$ cat src/rtl/core/lge_pkg.sv
`timescale 1ns / 1ps

package lge_pkg;

  localparam int DEF_GRID_COLS = 64;
  localparam int DEF_GRID_ROWS = 64;

  localparam int FUNC_W = 2;
  localparam int ADDR_W = 6;
  localparam int CNT_W  = 4;

  localparam logic [FUNC_W-1:0] FUNC_TOGGLE  = 2'd0;
  localparam logic [FUNC_W-1:0] FUNC_ADVANCE = 2'd1;
  localparam logic [FUNC_W-1:0] FUNC_READ    = 2'd2;

  typedef enum logic [1:0] {
    RES_NONE = 2'd0,
    RES_ACC  = 2'd1,
    RES_GEN  = 2'd2
  } res_sel_t;

  typedef struct packed {
    logic     load_acc;
    logic     load_gen;
    logic     fetch;
    logic     gen_write;
    logic     clr_write;
    logic     apply;
    logic     capture;
    res_sel_t res_sel;
  } dp_cmd_t;

  typedef struct packed {
    logic req_inside;
    logic acc_fetch_last;
    logic gen_fetch_last;
    logic win_full;
    logic wr_last;
  } dp_stat_t;

endpackage

$ cat src/rtl/core/lge_ctrl.sv
`timescale 1ns / 1ps

module lge_ctrl (
  input  logic                       clk,
  input  logic                       rst,
  input  logic                       in_valid,
  output logic                       in_ready,
  input  logic [lge_pkg::FUNC_W-1:0] func,
  output logic                       out_valid,
  input  logic                       out_ready,
  input  lge_pkg::dp_stat_t          stat,
  output lge_pkg::dp_cmd_t           cmd
);

  typedef enum logic [6:0] {
    S_CLEAR     = 7'b0000001,
    S_IDLE      = 7'b0000010,
    S_ACC_FETCH = 7'b0000100,
    S_ACC_WAIT  = 7'b0001000,
    S_GEN_FETCH = 7'b0010000,
    S_GEN_RUN   = 7'b0100000,
    S_RESP      = 7'b1000000
  } state_t;

  state_t            state;
  state_t            state_next;
  lge_pkg::res_sel_t res_sel;
  lge_pkg::res_sel_t res_sel_next;

  assign in_ready = (state == S_IDLE);

  always_comb begin
    state_next    = state;
    res_sel_next  = res_sel;
    cmd           = '0;
    cmd.res_sel   = res_sel;
    unique case (state)
      S_CLEAR: begin
        cmd.clr_write = 1'b1;
        if (stat.wr_last) begin
          state_next = S_IDLE;
        end
      end
      S_IDLE: begin
        if (in_valid) begin
          priority if (func == lge_pkg::FUNC_ADVANCE) begin
            cmd.load_gen = 1'b1;
            res_sel_next = lge_pkg::RES_GEN;
            state_next   = S_GEN_FETCH;
          end else if ((func == lge_pkg::FUNC_TOGGLE || func == lge_pkg::FUNC_READ)
                       && stat.req_inside) begin
            cmd.load_acc = 1'b1;
            res_sel_next = lge_pkg::RES_ACC;
            state_next   = S_ACC_FETCH;
          end else begin
            // off-grid access or unused code: all-zero result
            res_sel_next = lge_pkg::RES_NONE;
            state_next   = S_RESP;
          end
        end
      end
      S_ACC_FETCH: begin
        cmd.fetch = 1'b1;
        if (stat.acc_fetch_last) begin
          state_next = S_ACC_WAIT;
        end
      end
      S_ACC_WAIT: begin
        if (stat.win_full) begin
          cmd.apply  = 1'b1;
          state_next = S_RESP;
        end
      end
      S_GEN_FETCH: begin
        cmd.fetch     = 1'b1;
        cmd.gen_write = stat.win_full;
        if (stat.gen_fetch_last) begin
          state_next = S_GEN_RUN;
        end
      end
      S_GEN_RUN: begin
        cmd.gen_write = stat.win_full;
        if (stat.win_full && stat.wr_last) begin
          state_next = S_RESP;
        end
      end
      S_RESP: begin
        if (!out_valid || out_ready) begin
          cmd.capture = 1'b1;
          state_next  = S_IDLE;
        end
      end
      default: begin
        state_next = S_IDLE;
      end
    endcase
  end

  always_ff @(posedge clk) begin
    if (rst) begin
      state     <= S_CLEAR;
      res_sel   <= lge_pkg::RES_NONE;
      out_valid <= 1'b0;
    end else begin
      state   <= state_next;
      res_sel <= res_sel_next;
      if (cmd.capture) begin
        out_valid <= 1'b1;
      end else if (out_ready) begin
        out_valid <= 1'b0;
      end
    end
  end

  a_capture_free: assert property (@(posedge clk) disable iff (rst)
    cmd.capture |-> !out_valid || out_ready)
    else $error("result captured over a beat not yet taken");

  a_advance_start: assert property (@(posedge clk) disable iff (rst)
    in_valid && in_ready && func == lge_pkg::FUNC_ADVANCE |=> state == S_GEN_FETCH)
    else $error("advance beat did not start the sweep");

  a_valid_from_resp: assert property (@(posedge clk) disable iff (rst)
    $rose(out_valid) |-> $past(state == S_RESP))
    else $error("result raised outside response state");

endmodule

$ cat config.mk
export PLATFORM = sky130hd
export DESIGN_NAME = lge_ctrl
export DESIGN_NICKNAME = d
export VERILOG_FILES = /design/src/rtl/core/lge_pkg.sv /design/src/rtl/core/lge_ctrl.sv
export SDC_FILE = /design/constraint.sdc
export NUM_CORES = 1
export LEC_CHECK = 0
export ABC_AREA = 1
export BUFFER_PORTS_ARGS = -buffer_cell sky130_fd_sc_hd__buf_4
export CELL_PAD_IN_SITES_DETAIL_PLACEMENT = 0
export CELL_PAD_IN_SITES_GLOBAL_PLACEMENT = 1
export CORE_MARGIN = 4
export CORE_UTILIZATION = 34
export DETAILED_ROUTE_END_ITERATION = 10
export PLACE_DENSITY_LB_ADDON = 0.1
export SKIP_LAST_GASP = 1
export SYNTH_ARGS = -nofsm -noshare
export SYNTH_HDL_FRONTEND = slang
export SYNTH_SLANG_ARGS = --single-unit
$ cat constraint.sdc
create_clock -name clk -period 2.5 [get_ports clk]
set_input_delay 0.5 -clock clk [delete_from_list [all_inputs] [get_ports clk]]
set_output_delay 0.5 -clock clk [all_outputs]
set_load 0.02 [all_outputs]
======== Word level (Yosys, flattened, before mapping) ========
Cells that the tools add are included.
operators by class
  mux-type cells .......................... 26
  eq/ne operators ......................... 16
  reductions and logical operators ........ 11
operator list
  cell                                           number
  2-to-1 mux 7 bit                               9
  one-hot mux 7 bit (7 select lines)             1
  != test 2 bit, second input constant           7
  2-to-1 mux 1 bit                               13
  == test 7 x 1 -> 1 bit, second input constant  1
  == test 7 x 2 -> 1 bit, second input constant  1
  == test 7 x 3 -> 1 bit, second input constant  1
  == test 7 x 4 -> 1 bit, second input constant  1
  == test 7 x 5 -> 1 bit, second input constant  1
  == test 7 x 6 -> 1 bit, second input constant  1
  == test 7 bit, second input constant           1
  AND reduction 7 bit                            1
  2-to-1 mux 2 bit                               3
  OR reduction 2 bit                             2
  == test 2 x 1 -> 1 bit, second input constant  1
  == test 2 bit, second input constant           1
  logical AND 1 bit                              2
  zero test 2 bit                                1
  logical OR 1 bit                               2
  AND reduction 2 bit                            1
  nonzero test 2 bit                             1
  zero test 1 bit                                1
storage, ports and cells
  word-level logic and storage cells ...... 56
  bits in registers ....................... 10
  input port bits ......................... 11

======== Depth between registers and ports, before layout ========
Gate-level depths: netlist of run 1.
  word-level depth ........................ 7
  depth in mapped cells ................... 10
  mapped depth without buffers ............ 10

======== Worst setup path before layout of run 1 ========
OpenSTA, ideal clock, no wires.
  path type ............................... input to output
  from .................................... input port func[0] in the netlist's numbering
  to ...................................... output port cmd[7] in the netlist's numbering
  buffers on the path ..................... 0
  required time ........................... 2.000 ns
  cell stages on the path ................. 5
  arrival ................................. 1.126 ns
  setup slack ............................. 0.874 ns
  cells stage by stage .................... inv_1 > or2_2 > nor2_1 > nand2_1 > inv_1
RTL lines
  item                line            RTL
  start: declaration  lge_ctrl.sv:8   input logic [lge_pkg::FUNC_W-1:0] func,
  end: declaration    lge_ctrl.sv:12  output lge_pkg::dp_cmd_t cmd

==> metrics.txt, run 1 <==
status finished, final reports clean; First-pass DRT Iterations 4; post-cts gate resize count 0; Yosys top cell area share 28.99%; main area contributors after synthesis dfxtp_1, nand2_1, nor2_1; syn nets 127; crit path DAT 1460 ps; hold_ws 463.0 ps; NumNets Final 152; clock sink total 10; Pwr Density 507.8 nW/um2; Port Buffer Count 21; Levels on crit path 8; chip height 53.07 um; worst path bufs/invs 4; H-tree depth 1; CP delay by family, top simple AND/OR/NAND/NOR gates; Syn. warnings 0; RSZ-0062 raised after global routing false; post-DP HPWL 1369 um; reg2reg path depth 10; total CTS buffers 3; Peak VDD IR 0.0002839 V; CP Class reg -> out; core area 1942 um2; DR vias/cell 4.331; layout cells sized above 1 33.09%; number of remaining DRC errors 0; CP peak stage delay 330 ps; max-cap check violation count 0; CTS tree done; Cell Chain, Critical Path inv_2 -> nand2_4 -> nor2_4 -> nand2_2 -> inv_2 -> nand4_1 -> inv_1 -> buf_4; startpoint types flop; Slew Viols, Final 0; Hold Path Depth 2; IO Pins 22; commonest non-fill, non-tap cells in the layout nand2_1, nor2_1, buf_4, inv_1, dfxtp_1; clk buf depth 2; Slowest cell on crit path dfxtp_1; final hold vios 0; leakage 0.0005367 uW; clock skew 1.042 ps; CTS Hold Bufs 0; Tcrit/Tclk final 78.36%; Setup Buffers After CTS 0; Final ANT Viol Nets 0; Final Wtd Congestion 0.6994; Finished Layout Cells 166; worst endpoint required time 2000 ps; GRT Resource Usage Total 13.39%; # diodes 0; Worst-Skew Late Latency 250 ps; area leader, netlist dfxtp_1; root buffer cell clkbuf_4; initial DRC count 9; Syn Std Cell Area 690.7 um2; FMAX 510.5 MHz; number of library cell types mapped by synthesis 17; die area 2816 um2; Layout Utilization 46.39%; Synth Register Bits 10; final wirelength 1592 um; GR Overflow Total 0; Min-Delay Path Class reg -> reg; Die Span X 53.07 um; sequential area share after synthesis 28.99%; CP endpoint kind output pin; first-pass GRT wire length 2760 um; setup_tns 0 ps; Area growth syn-to-layout 30.43%; Worst Max-Slew Pin Slew 208.0 ps; CP max FO 7; worst relative slew slack 86.10%; largest net degree at the start of global routing 9; Core Rows 16; clock transition at the registers of the reported paths 60 ps; post-synthesis instance total 116; initial core utilization 35.57%; Vias 719; most common cell after layout, fill and taps aside nand2_1; most used cell, CP inv_2; routed wire length per instance 9.590 um; setup violators final 0; FILL cells 235; vias in the first global route 678; pre-CTS WS 721.5 ps; initial antenna violation count 0; placed insts 163; Avg Cell Area, Syn 5.954 um2; setup ws final 541.1 ps; Tmin final 1959 ps
[cell type report]
| cell class | instances | area [um2] | share of cell area (%) |
|---|---|---|---|
| multi-input combinational | 85 | 411.6 | 45.69 |
| tap | 27 | 33.78 | 3.750 |
| timing repair buffer | 21 | 157.7 | 17.50 |
| inverter | 20 | 75.07 | 8.333 |
| clock buffer | 3 | 22.52 | 2.500 |
| sequential | 10 | 200.2 | 22.22 |
[cells by family after synthesis]
| group | count (synthesis) | share of synthesized area, % |
|---|---|---|
| AND/OR/NAND/NOR | 77 | 53.81 |
| buffers and inverters | 21 | 11.41 |
| flip-flops | 10 | 28.99 |
| AO/OA/AOI/OAI | 8 | 5.797 |
[cell usage after synthesis]
cell	number
nand2_4	1
inv_1	12
nor2_1	22
nand3b_2	1
or2_2	1
a21oi_1	8
nand3_2	3
nor2_2	3
nand2_2	3
inv_2	8
dfxtp_1	10
buf_1	1
nor2_4	2
nand3_1	8
nand2_1	31
nand4_1	1
nand3b_1	1
[per-layer routing]
| metal | vias up | wire (um) | global-route usage, % | part of all wire, % |
|---|---|---|---|---|
| met5 | - | 0 | 0 | 0 |
| met4 | 0 | 12 | 6.383 | 0.75 |
| met3 | 2 | 80 | 2.535 | 5.0 |
| met2 | 14 | 739 | 23.35 | 46 |
| met1 | 304 | 760 | 15.49 | 48 |
| li1 | 399 | - | - | - |
[metrics by stage]
step           instance area [um2]  total power (uW)
4_1_cts                      900.9             467.8
6_report                     900.9             457.5
5_1_grt                      900.9             499.7
3_5_place_dp                 878.3             358.9
2_1_floorplan                690.7             308.4
3_3_place_gp                 878.3             357.7
[worst paths after layout]
path              start         end  slack, ps
min          res_sel[1]  res_sel[1]        460
max            state[6]      cmd[8]        540
max reg2reg    state[6]    state[3]       1210
min reg2reg  res_sel[1]  res_sel[1]        460
[tightest hold or removal path: stages (launching register included)]
cell	delay, ps
dfxtp_1	310
nand2_1	60
a21oi_1	50
[where the power goes]
group	switching [uW]	internal (uW)	total, uW	leakage [uW]
Combinational	104	67.3	171	0.000441
Sequential	9.91	172	182	0.0000816
Clock	49.0	55.3	104	0.0000138
Total	163	295	457	0.000537
[sequential cells by signal, summed over array words and instances, names as in the netlist]
signal and count:
state 7, res_sel 2, out_valid 1
No activity file was read; power rests on OpenSTA's default activity.
==> inputs of run 2 (changes only) <==
ABC_AREA = 0   (was 1)
CORE_UTILIZATION = 31   (was 34)
clock period = 1.8 ns   (was 2.5 ns; I/O delays follow)
==> metrics.txt, run 2 <==
status complete, but fails checks; failing checks setup timing; CP max FO 2 (-5); crit path DAT 1720 ps (+260 ps); Layout Utilization 53.49% (+7.1 points); Core Rows 16 (unchanged); reg2reg path depth 5 (-5); Slew Viols, Final 0 (unchanged); Largest Register state; Final Wtd Congestion 0.7616 (+8.9%); Synth Flop Type dfxtp_1; chip height 55.20 um (+4.0%); vias in the first global route 714 (+5.3%); CP endpoint kind output pin; Synth Register Bits 10 (unchanged); GR Overflow Total 0 (unchanged); main area contributors after synthesis dfxtp_1, nor2_1, buf_6; routed wire length per instance 12.60 um (+31%); Regs by FF count state (7), res_sel (2), out_valid (1); final hold vios 0 (unchanged); Tmin final 2076 ps; worst relative slew slack 80.20% (-5.9 points); Post-synth EDFFs 0 (unchanged); leakage 0.0004696 uW (-13%); clock sink total 10 (unchanged); max-cap check violation count 0 (unchanged); top cells by count, synth nor2_1, dfxtp_1, nand2_1, a21oi_1, and3_1; root buffer cell clkbuf_4; syn nets 95 (-25%); Port Buffer Count 21 (unchanged); most frequent cell after synthesis nor2_1; initial antenna violation count 0 (unchanged); initial core utilization 33.82% (-1.7 points); post-synthesis instance total 84 (-28%); CP Class reg -> out; GRT Resource Usage Total 12.77% (-0.62 points); H-tree depth 1 (unchanged); worst endpoint required time 1440 ps (-560 ps); CTS Hold Bufs 0 (unchanged); Worst Max-Slew Pin Slew 294.7 ps (+86.67 ps); initial DRC count 10 (+1); largest net degree at the start of global routing 15 (+6); clock skew 8.410 ps (+7.368 ps); IO Pins 22 (unchanged); Final ANT Viol Nets 0 (unchanged); startpoint types flop; core area 2042 um2 (+5.2%); DR vias/cell 5.014 (+16%); Worst R2R End state[6]; setup violators final 1 (+1); Tcrit/Tclk final 115.3%; Reg-to-Reg Start state[1]; FMAX 481.8 MHz; NumNets Final 130 (-14%); layout cells sized above 1 50.85% (+18 points); Syn. warnings 0 (unchanged); commonest non-fill, non-tap cells in the layout buf_4, nor2_1, buf_6, nand2_1; Async S/R FF share, synth 0% (unchanged); final wirelength 1827 um (+15%); r2r setup slk 70 ps (-1140 ps); Yosys top cell area share 28.99% (unchanged); Syn Std Cell Area 690.7 um2 (unchanged); Setup crit end cmd[3]; hold_ws 283.3 ps (-179.7 ps); number of library cell types mapped by synthesis 36 (+19); CP Launch Point state[1]; post-DP HPWL 1422 um (+3.9%); CTS tree done; Pwr Density 577.2 nW/um2 (+14%); HP Start stat[2]; clk buf depth 2 (unchanged); Min-Delay Path Class in -> reg; number of remaining DRC errors 0 (unchanged); Worst-Skew Late Latency 270 ps (+20 ps); Peak VDD IR 0.0003218 V (+13%); die area 3047 um2 (+8.2%); setup ws final -275.7 ps (-816.8 ps); Die Span X 55.20 um (+4.0%); max reg flops 7 (unchanged); sequential area share after synthesis 28.99% (unchanged); First-pass DRT Iterations 4 (unchanged); Area growth syn-to-layout 58.15%; Vias 727 (+1.1%); total CTS buffers 3 (unchanged); RSZ-0062 raised after global routing true; most common cell after layout, fill and taps aside buf_4; first-pass GRT wire length 3146 um (+14%); # diodes 0 (unchanged); Avg Cell Area, Syn 8.222 um2 (+38%); clock transition at the registers of the reported paths 80 ps (+20 ps); area leader, netlist dfxtp_1
[run 2: kinds of logic (layout without fill, tap and decap cells)]
logic type	Yosys count	count (layout)	share of synthesized area, %
flops	10	10	28.99
simple gates	50	50	44.57
xor+xnor	3	3	3.805
buf+inv	7	41	8.150
compound gates	12	12	10.87
mux	2	2	3.623
[run 2: how the worst min path moves through the flow]
stage	cells after the start	slack [ps]	end
3_5_place_dp	2	480	res_sel[1]
5_1_grt	2	270	state[4]
6_report	2	280	state[4]
4_1_cts	2	280	state[4]
3_3_place_gp	2	460	res_sel[0]
2_1_floorplan	1	470	state[4]
[run 2: per-stage QoR]
stage	setup TNS [ps]	std cells	cell area, um2	power [uW]	setup WS [ps]
global placement	0	138	928.4	399.7	14.97
global route	-549.6	145	1092	666.4	-353.0
finish	-275.7	145	1092	630.5	-275.7
detailed placement	0	138	928.4	399.2	3.677
floorplan	0	84	699.4	329.5	40.36
CTS	-272.4	144	1022	618.3	-268.7
[run 2: repair_timing]
item	4_1_cts	5_1_grt
setup endpoints to repair	6	9
setup buffers	2	1
resized for setup	10	15
pin swaps	1	5
[run 2: critical path, stage by stage (launching register included)]
cell     delay, ps
dfxtp_2        320
or4_4          550
nor4b_4        300
and2_4         180
buf_6          110
[run 2: cell type report]
class,instances,area [um2]
multi-input cells,67,513.0
well taps,27,33.78
flip-flops and latches,10,209.0
fillers,207,949.7
repair buffers,36,296.5
inverters,1,3.754
clock buffers,4,36.28
[run 2: where the power goes]
part           total (uW)  leakage (uW)  switching [uW]  internal (uW)
Combinational         187      0.000365            88.9           98.2
Clock                 206     0.0000210            83.7            123
Sequential            237     0.0000838            7.21            230
Total                 630      0.000470             180            451
[run 2: metal layers]
layer / vias up / track usage (%) / routed length [um]
met1: 335 / 16.06 / 820
met3: 2 / 2.797 / 75
li1: 375 / - / -
met4: 0 / 6.250 / 14
met2: 15 / 20.44 / 916
met5: - / 0 / 0
